`config.mk`:
```
export PLATFORM = sky130hd
export DESIGN_NAME = mobius_mertens_accumulator_top_flat
export DESIGN_NICKNAME = d
export VERILOG_FILES = /design/src/rtl/mma_pkg.sv /design/src/rtl/mma_in_if.sv /design/src/rtl/mma_out_if.sv /design/src/rtl/mma_div.sv /design/src/rtl/mma_datapath.sv /design/src/rtl/mma_ctrl.sv /design/src/rtl/mobius_mertens_accumulator_top.sv /design/src/flat_wrapper.sv
export SDC_FILE = /design/constraint.sdc
export NUM_CORES = 1
export LEC_CHECK = 0
export ABC_AREA = 1
export BUFFER_PORTS_ARGS = -buffer_cell sky130_fd_sc_hd__buf_2
export CELL_PAD_IN_SITES_DETAIL_PLACEMENT = 0
export CELL_PAD_IN_SITES_GLOBAL_PLACEMENT = 1
export CORE_UTILIZATION = 38
export CTS_BUF_LIST = sky130_fd_sc_hd__clkbuf_4 sky130_fd_sc_hd__clkbuf_8
export DETAILED_ROUTE_END_ITERATION = 6
export MAX_ROUTING_LAYER = met4
export PLACE_DENSITY = 0.76
export SETUP_SLACK_MARGIN = 0.3
export SYNTH_ARGS = -nofsm -noshare
export SYNTH_HDL_FRONTEND = slang
export SYNTH_SLANG_ARGS = --single-unit
```
`constraint.sdc`:
```
create_clock -name i_clk -period 8 [get_ports i_clk]
set_input_delay 0.8 -clock i_clk [delete_from_list [all_inputs] [get_ports i_clk]]
set_output_delay 0.8 -clock i_clk [all_outputs]
set_load 0.01 [all_outputs]
```
`src/rtl/mma_pkg.sv`:
```
package mma_pkg;

    localparam int NUM_BITS = 32;
    localparam int NUMBER_W = 32;
    localparam int MU_W     = 2;
    localparam int SUM_W    = 32;
    localparam int HITS_W   = 32;

    // Trial divisors never pass sqrt(2^NUM_BITS) plus one step of four.
    localparam int D_W   = NUM_BITS / 2 + 1;
    localparam int SQ_W  = 2 * D_W;
    localparam int CNT_W = $clog2(NUM_BITS + 1);

    localparam logic signed [MU_W-1:0] MU_POS  = 2'sb01;
    localparam logic signed [MU_W-1:0] MU_ZERO = 2'sb00;
    localparam logic signed [MU_W-1:0] MU_NEG  = 2'sb11;

    localparam logic signed [SUM_W-1:0] SUM_MAX = {1'b0, {(SUM_W-1){1'b1}}};
    localparam logic signed [SUM_W-1:0] SUM_MIN = {1'b1, {(SUM_W-1){1'b0}}};
    localparam logic [HITS_W-1:0]       HITS_MAX = {HITS_W{1'b1}};

    typedef struct packed {
        logic load;
        logic start_div;
        logic take_quot;
        logic advance;
        logic mark_square;
        logic finish;
    } t_cmd;

    typedef struct packed {
        logic num_zero;
        logic sq_le_rest;
        logic div_done;
        logic rem_zero;
        logic seen_once;
        logic out_free;
    } t_stat;

endpackage

```
`src/rtl/mma_in_if.sv`:
```
interface mma_in_if
    import mma_pkg::*;
();
    logic                valid;
    logic                ready;
    logic [NUMBER_W-1:0] number;

    modport source (output valid, output number, input ready);
    modport sink (input valid, input number, output ready);
endinterface

```
`src/rtl/mma_out_if.sv`:
```
interface mma_out_if
    import mma_pkg::*;
();
    logic                     valid;
    logic                     ready;
    logic signed [MU_W-1:0]   mobius_value;
    logic signed [SUM_W-1:0]  mertens_sum;
    logic [HITS_W-1:0]        zero_hits;

    modport source (output valid, output mobius_value, output mertens_sum,
                    output zero_hits, input ready);
    modport sink (input valid, input mobius_value, input mertens_sum,
                  input zero_hits, output ready);
endinterface

```
`src/rtl/mma_div.sv`:
```
module mma_div
    import mma_pkg::*;
(
    input  logic                i_clk,
    input  logic                i_rst_n,
    input  logic                i_start,
    input  logic [NUM_BITS-1:0] i_dividend,
    input  logic [D_W-1:0]      i_divisor,
    output logic                o_done,
    output logic [NUM_BITS-1:0] o_quot,
    output logic [D_W-1:0]      o_rem
);

    logic              r_busy, n_busy;
    logic              r_done, n_done;
    logic [CNT_W-1:0]  r_cnt, n_cnt;
    logic [NUM_BITS-1:0] r_q, n_q;
    logic [D_W-1:0]    r_rem, n_rem;
    logic [D_W-1:0]    r_dv, n_dv;
    logic [D_W:0]      trial;
    logic              ge;

    // Restoring division, one quotient bit per cycle, MSB first.
    assign trial = {r_rem, r_q[NUM_BITS-1]};
    assign ge    = trial >= {1'b0, r_dv};

    always_comb begin
        n_busy = r_busy;
        n_done = 1'b0;
        n_cnt  = r_cnt;
        n_q    = r_q;
        n_rem  = r_rem;
        n_dv   = r_dv;
        if (i_start) begin
            n_busy = 1'b1;
            n_cnt  = CNT_W'(NUM_BITS);
            n_q    = i_dividend;
            n_rem  = '0;
            n_dv   = i_divisor;
        end else if (r_busy) begin
            n_q   = {r_q[NUM_BITS-2:0], ge};
            n_rem = ge ? D_W'(trial - {1'b0, r_dv}) : D_W'(trial);
            n_cnt = r_cnt - CNT_W'(1);
            if (r_cnt == CNT_W'(1)) begin
                n_busy = 1'b0;
                n_done = 1'b1;
            end
        end
    end

    always_ff @(posedge i_clk) begin
        if (!i_rst_n) begin
            r_busy <= 1'b0;
            r_done <= 1'b0;
            r_cnt  <= '0;
        end else begin
            r_busy <= n_busy;
            r_done <= n_done;
            r_cnt  <= n_cnt;
        end
        r_q   <= n_q;
        r_rem <= n_rem;
        r_dv  <= n_dv;
    end

    assign o_done = r_done;
    assign o_quot = r_q;
    assign o_rem  = r_rem;

endmodule

```
`src/rtl/mma_datapath.sv`:
```
module mma_datapath
    import mma_pkg::*;
(
    input  logic                     i_clk,
    input  logic                     i_rst_n,
    input  t_cmd                     i_cmd,
    output t_stat                    o_stat,
    input  logic [NUMBER_W-1:0]      i_number,
    input  logic                     i_out_ready,
    output logic                     o_out_valid,
    output logic signed [MU_W-1:0]   o_mobius_value,
    output logic signed [SUM_W-1:0]  o_mertens_sum,
    output logic [HITS_W-1:0]        o_zero_hits
);

    logic [NUM_BITS-1:0] r_rest, n_rest;
    logic [D_W-1:0]      r_d, n_d;
    logic [SQ_W-1:0]     r_sq;
    logic                r_step_two, n_step_two;
    logic                r_seen, n_seen;
    logic                r_par, n_par;
    logic                r_square, n_square;

    logic                     r_out_valid, n_out_valid;
    logic signed [MU_W-1:0]   r_mu_out, n_mu_out;
    logic signed [SUM_W-1:0]  r_sum, n_sum;
    logic [HITS_W-1:0]        r_hits, n_hits;
    logic signed [SUM_W-1:0]  r_sum_out, n_sum_out;
    logic [HITS_W-1:0]        r_hits_out, n_hits_out;

    logic                     div_done;
    logic [NUM_BITS-1:0]      div_quot;
    logic [D_W-1:0]           div_rem;
    logic signed [MU_W-1:0]   mu;
    logic [SQ_W-1:0]          d_sq;

    mma_div u_div (
        .i_clk      (i_clk),
        .i_rst_n    (i_rst_n),
        .i_start    (i_cmd.start_div),
        .i_dividend (r_rest),
        .i_divisor  (r_d),
        .o_done     (div_done),
        .o_quot     (div_quot),
        .o_rem      (div_rem)
    );

    // The full-width target widens both operands before the multiply.
    assign d_sq = r_d * r_d;

    // Whatever is left above one after all trial divisors is one more prime.
    always_comb begin
        if (r_square) begin
            mu = MU_ZERO;
        end else if (r_par ^ (r_rest != NUM_BITS'(1))) begin
            mu = MU_NEG;
        end else begin
            mu = MU_POS;
        end
    end

    always_comb begin
        n_rest     = r_rest;
        n_d        = r_d;
        n_step_two = r_step_two;
        n_seen     = r_seen;
        n_par      = r_par;
        n_square   = r_square;
        if (i_cmd.load) begin
            n_rest     = i_number[NUM_BITS-1:0];
            n_d        = D_W'(2);
            n_step_two = 1'b0;
            n_seen     = 1'b0;
            n_par      = 1'b0;
            n_square   = 1'b0;
        end
        if (i_cmd.take_quot) begin
            n_rest = div_quot;
            n_seen = 1'b1;
            n_par  = ~r_par;
        end
        if (i_cmd.mark_square) begin
            n_square = 1'b1;
        end
        if (i_cmd.advance) begin
            n_seen = 1'b0;
            // Divisors 2, 3, 5, then +2 and +4 in turn over 6k-1 and 6k+1.
            if (r_d == D_W'(2)) begin
                n_d = D_W'(3);
            end else if (r_d == D_W'(3)) begin
                n_d        = D_W'(5);
                n_step_two = 1'b1;
            end else begin
                n_d        = r_step_two ? r_d + D_W'(2) : r_d + D_W'(4);
                n_step_two = ~r_step_two;
            end
        end
    end

    always_comb begin
        n_sum       = r_sum;
        n_hits      = r_hits;
        n_out_valid = r_out_valid;
        n_mu_out    = r_mu_out;
        n_sum_out   = r_sum_out;
        n_hits_out  = r_hits_out;
        if (r_out_valid && i_out_ready) begin
            n_out_valid = 1'b0;
        end
        if (i_cmd.finish) begin
            if (mu == MU_POS && r_sum != SUM_MAX) begin
                n_sum = r_sum + SUM_W'(1);
            end else if (mu == MU_NEG && r_sum != SUM_MIN) begin
                n_sum = r_sum - SUM_W'(1);
            end
            if (n_sum == '0 && r_hits != HITS_MAX) begin
                n_hits = r_hits + HITS_W'(1);
            end
            n_out_valid = 1'b1;
            n_mu_out    = mu;
            n_sum_out   = n_sum;
            n_hits_out  = n_hits;
        end
    end

    always_ff @(posedge i_clk) begin
        if (!i_rst_n) begin
            r_sum       <= '0;
            r_hits      <= '0;
            r_out_valid <= 1'b0;
        end else begin
            r_sum       <= n_sum;
            r_hits      <= n_hits;
            r_out_valid <= n_out_valid;
        end
        r_rest     <= n_rest;
        r_d        <= n_d;
        r_sq       <= d_sq;
        r_step_two <= n_step_two;
        r_seen     <= n_seen;
        r_par      <= n_par;
        r_square   <= n_square;
        r_mu_out   <= n_mu_out;
        r_sum_out  <= n_sum_out;
        r_hits_out <= n_hits_out;
    end

    assign o_stat.num_zero   = r_rest == '0;
    assign o_stat.sq_le_rest = r_sq <= SQ_W'(r_rest);
    assign o_stat.div_done   = div_done;
    assign o_stat.rem_zero   = div_rem == '0;
    assign o_stat.seen_once  = r_seen;
    assign o_stat.out_free   = !r_out_valid || i_out_ready;

    assign o_out_valid    = r_out_valid;
    assign o_mobius_value = r_mu_out;
    assign o_mertens_sum  = r_sum_out;
    assign o_zero_hits    = r_hits_out;

endmodule

```
`src/rtl/mma_ctrl.sv`:
```
module mma_ctrl
    import mma_pkg::*;
(
    input  logic  i_clk,
    input  logic  i_rst_n,
    input  logic  i_in_valid,
    output logic  o_in_ready,
    input  t_stat i_stat,
    output t_cmd  o_cmd
);

    localparam logic [2:0] S_IDLE = 3'd0;
    localparam logic [2:0] S_SQ   = 3'd1;
    localparam logic [2:0] S_CMP  = 3'd2;
    localparam logic [2:0] S_DIV  = 3'd3;
    localparam logic [2:0] S_RE   = 3'd4;
    localparam logic [2:0] S_FIN  = 3'd5;

    logic [2:0] r_state, n_state;

    always_comb begin
        n_state    = r_state;
        o_cmd      = '0;
        o_in_ready = 1'b0;
        unique case (r_state)
            S_IDLE: begin
                o_in_ready = 1'b1;
                if (i_in_valid) begin
                    o_cmd.load = 1'b1;
                    n_state    = S_SQ;
                end
            end
            // The square of the new divisor is registered here.
            S_SQ: begin
                n_state = S_CMP;
            end
            S_CMP: begin
                priority if (i_stat.num_zero) begin
                    o_cmd.mark_square = 1'b1;
                    n_state           = S_FIN;
                end else if (i_stat.sq_le_rest) begin
                    o_cmd.start_div = 1'b1;
                    n_state         = S_DIV;
                end else begin
                    n_state = S_FIN;
                end
            end
            S_DIV: begin
                if (i_stat.div_done) begin
                    priority if (!i_stat.rem_zero) begin
                        o_cmd.advance = 1'b1;
                        n_state       = S_SQ;
                    end else if (i_stat.seen_once) begin
                        o_cmd.mark_square = 1'b1;
                        n_state           = S_FIN;
                    end else begin
                        o_cmd.take_quot = 1'b1;
                        n_state         = S_RE;
                    end
                end
            end
            // Divide the quotient by the same prime once more.
            S_RE: begin
                o_cmd.start_div = 1'b1;
                n_state         = S_DIV;
            end
            S_FIN: begin
                if (i_stat.out_free) begin
                    o_cmd.finish = 1'b1;
                    n_state      = S_IDLE;
                end
            end
            default: begin
                n_state = S_IDLE;
            end
        endcase
    end

    always_ff @(posedge i_clk) begin
        if (!i_rst_n) begin
            r_state <= S_IDLE;
        end else begin
            r_state <= n_state;
        end
    end

endmodule

```
`src/rtl/mobius_mertens_accumulator_top.sv`:
```
// Mobius value and Mertens sum of a stream of integers.
// i_in carries one request per integer (number); o_out returns one result per
// request: the Mobius value, the running Mertens sum after it and the count of
// results so far at which that sum was zero. Both the sum and the count saturate.
// An item is taken only while the block is idle. Its factoring runs trial
// division with a shared restoring divider that makes one quotient bit a
// cycle. Each candidate divisor costs a division plus the squared-divisor
// check. The work for a number n grows with sqrt(n) in the worst case and
// shrinks when small factors are divided out; one and zero need no division.
// The result lands in an output register, and the block is ready for the
// next request while that result waits. If the receiver stalls, a finished
// item waits in the last control state until the output register frees.
// Reset clears the running sum, the zero count and the output valid flag.
module mobius_mertens_accumulator_top
    import mma_pkg::*;
(
    input  logic     i_clk,
    input  logic     i_rst_n,
    mma_in_if.sink   i_in,
    mma_out_if.source o_out
);

    t_cmd  cmd;
    t_stat stat;

    mma_ctrl u_ctrl (
        .i_clk      (i_clk),
        .i_rst_n    (i_rst_n),
        .i_in_valid (i_in.valid),
        .o_in_ready (i_in.ready),
        .i_stat     (stat),
        .o_cmd      (cmd)
    );

    mma_datapath u_datapath (
        .i_clk          (i_clk),
        .i_rst_n        (i_rst_n),
        .i_cmd          (cmd),
        .o_stat         (stat),
        .i_number       (i_in.number),
        .i_out_ready    (o_out.ready),
        .o_out_valid    (o_out.valid),
        .o_mobius_value (o_out.mobius_value),
        .o_mertens_sum  (o_out.mertens_sum),
        .o_zero_hits    (o_out.zero_hits)
    );

endmodule

```
`src/flat_wrapper.sv`:
```
// flat-port wrapper written by rule: the top's interface ports become plain ports
module mobius_mertens_accumulator_top_flat import mma_pkg::*;
  (i_clk, i_rst_n, i_in_valid, i_in_number, i_in_ready, o_out_valid, o_out_mobius_value, o_out_mertens_sum, o_out_zero_hits, o_out_ready);
  mma_in_if i_in_i ();
  mma_out_if o_out_i ();
  input  logic i_clk;
  input  logic i_rst_n;
  input wire logic [$bits(i_in_i.valid)-1:0] i_in_valid;
  input wire logic [$bits(i_in_i.number)-1:0] i_in_number;
  output wire logic [$bits(i_in_i.ready)-1:0] i_in_ready;
  output wire logic [$bits(o_out_i.valid)-1:0] o_out_valid;
  output wire logic [$bits(o_out_i.mobius_value)-1:0] o_out_mobius_value;
  output wire logic [$bits(o_out_i.mertens_sum)-1:0] o_out_mertens_sum;
  output wire logic [$bits(o_out_i.zero_hits)-1:0] o_out_zero_hits;
  input wire logic [$bits(o_out_i.ready)-1:0] o_out_ready;
  assign i_in_i.valid = i_in_valid;
  assign i_in_i.number = i_in_number;
  assign i_in_ready = i_in_i.ready;
  assign o_out_valid = o_out_i.valid;
  assign o_out_mobius_value = o_out_i.mobius_value;
  assign o_out_mertens_sum = o_out_i.mertens_sum;
  assign o_out_zero_hits = o_out_i.zero_hits;
  assign o_out_i.ready = o_out_ready;
  mobius_mertens_accumulator_top u_core (.i_clk(i_clk), .i_rst_n(i_rst_n), .i_in(i_in_i), .o_out(o_out_i));
endmodule
```
==> impl_metrics.yaml <==
status:
  status: "finished, final reports clean"
critical_path:
  end_kind: "register"
  critPathLaunchType: "register"
  crit_arrival_ns: 7.22
  criticalPathCategory: "reg2reg"
  cp_data_required_time_ns: 8.51
  crit_fanout: 20
synthesis:
  synth_area_per_cell_sq_um: 7.942
  synth_fa_ha_area_frac: 0.2362
  async_flop_share: 0
  synth.cell_area_sq_um: 25090
  synth_edf_count: 165
  synth.ff_latch_count: 294
  synth_cell_types: 58
  synth_compound_area_frac: 0.06952
  synthSimpleGateAreaFrac: 0.2247
  syn_inst: 3159
  ys.flop_type: "edfxtp_1"
  synth_seq_area_share: 0.3004
  synth_warnings: 0
  synth-xor-area-share: 0.05027
  synth_top_family_by_area: "adder cells"
  syn_nets: 3551
  synthMuxAreaShare: 0
timing:
  hold_viol_final: 0
  max_freq_mhz: 149.1
  finalCriticalPeriod_ns: 6.708
  setup_tns_ns: 0
  layout_setup_ws_ns: 1.292
  slew_headroom: 0.2464
  setup_violations: 0
  fin_skew_ns: 0.04917
  grt_setup_unrepaired: "no"
  worst_slew_pin_slew_ns: 1.126
  post-route-period-util: 0.8384
  drv_slew: 0
floorplan:
  io-pin-count: 104
  die_w_um: 259.0
  start_util: 0.3871
  row_count: 93
  die_y_um: 259.0
  coreArea_sq_um: 64810
  die_area_sq_um: 67060
cells_and_area:
  final_common_cell: "nand2_1"
  drive_gt1_frac: 0.1016
  fill_cells: 6686
  nets: 3606
  finish.utilization: 0.4213
  syn2layout_area_growth_pct: 8.827
  final_cell_mix: "nand2_1, inv_1, nor2_1"
global_routing:
  grtUsageTotal: 0.1969
  grt_antenna_before_repair: 1
  overflow: 0
  grt_start_max_net_pins: 84
  grt_pass1_wl_um: 102400
  grt_pass1_vias: 19440
drt:
  ant_nets: 0
  drcViolationCount: 0
  routedWlPerCell_um: 15.28
  wirelength_um: 62860
  avgViaCountPerCell: 4.770
  drt_iter0_markers: 1150
  dr.pass1.iters: 5
  num_vias: 19630
clock_tree:
  post-cts-setup-buffers: 0
  cts_tree: "done"
  ctsHoldBuffers: 0
  clk_pin_slew_ns: 0.06
  worstSkewPairLatency_ns: 0.67
  htree_num_levels: 2
  cts_made_buffers: 54
  numClockSinks: 294
  cts_resized: 0
  cts-root-buf: "clkbuf_8"
  cts_buffer_depth: 3
place:
  place_congestion: 0.9273
  pre_cts_slack_ns: 1.325
  port-buffer-count: 103
  dpl.hpwl_um: 48380
flow_run:
  drv_cap: 0
hold_path:
  hold_class: "in2reg"
==> area by class of cell <==
cell class | instances | area, sq um | share of cell area
diodes | 2 | 5.005 | 0.0001833
clock buffers | 79 | 974.7 | 0.03570
clock inverters | 20 | 135.1 | 0.004949
inverters | 637 | 2394 | 0.08766
multi-input cells | 2112 | 14580 | 0.5341
flip-flops and latches | 294 | 7537 | 0.2761
well taps | 855 | 1070 | 0.03918
repair buffers | 115 | 605.6 | 0.02218
==> metal layers <==
metal	GRT usage	up-vias	wire (um)
met5	-	-	0
met4	0.05457	0	1438
met3	0.02470	84	2609
met2	0.3234	388	30120
met1	0.2547	9190	28700
li1	-	9963	-
==> logic make-up (layout without fill, tap and decap cells) <==
family                   count (synthesis)  count (layout)
buffers and inverters                  753             851
other                                    0               2
adder cells (fa/ha/maj)                356             356
AO/OA/AOI/OAI                          327             327
AND/OR/NAND/NOR                       1285            1285
flip-flops                             294             294
XOR/XNOR                               144             144
==> final timing paths <==
kind / depth (start not counted) / endpoint / startpoint / slack, ns
max: 22 / u_core.u_datapath.r_sq[28] / u_core.u_datapath.r_d[4] / 1.29
min: 3 / u_core.u_datapath.r_rest[20] / i_in_number[20] / 0.45
max reg2reg: 22 / u_core.u_datapath.r_sq[28] / u_core.u_datapath.r_d[4] / 1.29
min reg2reg: 2 / u_core.u_datapath.r_seen / u_core.u_datapath.r_seen / 0.48
==> worst max-delay path: stages, from the launching register on <==
cell and delay (ns):
edfxtp_1 0.95, nand2_1 0.23, fa_1 0.54, inv_1 0.07, fa_1 0.47, ha_1 0.31, ha_1 0.28, inv_1 0.06
fa_1 0.51, fa_1 0.54, inv_1 0.05, ha_1 0.34, nand2_1 0.08, inv_1 0.04, a21oi_1 0.22, o21ai_1 0.13
a21boi_0 0.51, o21ai_1 0.24, a21oi_1 0.25, o21ai_1 0.14, a21boi_0 0.34, o21bai_1 0.12, xor2_1 0.15
==> registers in the layout, summed over array words and instances, names as in the netlist, 17 cells and up <==
name and flops:
u_core.u_datapath.o_zero_hits 32, u_core.u_datapath.r_sum 32, u_core.u_datapath.r_rest 32, u_core.u_datapath.r_d 17, u_core.u_datapath.r_sq 33, u_core.u_datapath.r_hits 32
u_core.u_datapath.u_div.o_rem 17, u_core.u_datapath.u_div.r_dv 17, u_core.u_datapath.u_div.o_quot 32, u_core.u_datapath.o_mertens_sum 32
==> synthesized netlist by cell type (3+ instances only) <==
library cell / number / share of area
buf_6: 8 / 0.0036
inv_1: 600 / 0.090
o21ai_1: 4 / 0.00080
nand3_2: 37 / 0.015
nor4_1: 19 / 0.0047
o22ai_1: 8 / 0.0020
nor3_1: 44 / 0.0088
or2_2: 5 / 0.0012
xnor2_1: 27 / 0.0094
xor2_1: 117 / 0.041
o21bai_1: 4 / 0.0012
nor3_2: 3 / 0.0012
nand2_1: 735 / 0.11
ha_1: 160 / 0.080
o21a_1: 5 / 0.0015
o221ai_1: 3 / 0.0010
nand4_1: 33 / 0.0082
fa_1: 196 / 0.16
buf_2: 24 / 0.0048
nand2_2: 17 / 0.0042
nor2_1: 247 / 0.037
o211ai_1: 3 / 0.00090
dfxtp_1: 129 / 0.10
buf_1: 12 / 0.0018
nor2_4: 4 / 0.0018
nor2_2: 11 / 0.0027
a21oi_1: 120 / 0.024
buf_8: 3 / 0.0018
clkinv_1: 3 / 0.00045
a211oi_1: 3 / 0.00090
a21boi_0: 8 / 0.0024
a31oi_1: 3 / 0.00075
nand4_2: 3 / 0.0015
inv_2: 33 / 0.0049
nand3_1: 112 / 0.022
buf_4: 4 / 0.0012
clkbuf_1: 64 / 0.0096
edfxtp_1: 165 / 0.20
o21ai_0: 158 / 0.032
==> metrics by stage <==
stage	instances	area, sq um	hold slack, ns
after global routing	4114	27300	0.4246
after global placement	4013	26190	0.4757
after CTS	4112	27300	0.3998
after detailed placement	4013	26190	0.4775
final	4114	27300	0.4464
after floorplan	3159	25090	0.3635
Power is left out: the tool's default activity adds up to more than one toggle a clock period on the data nets, which glitch-free logic cannot reach.
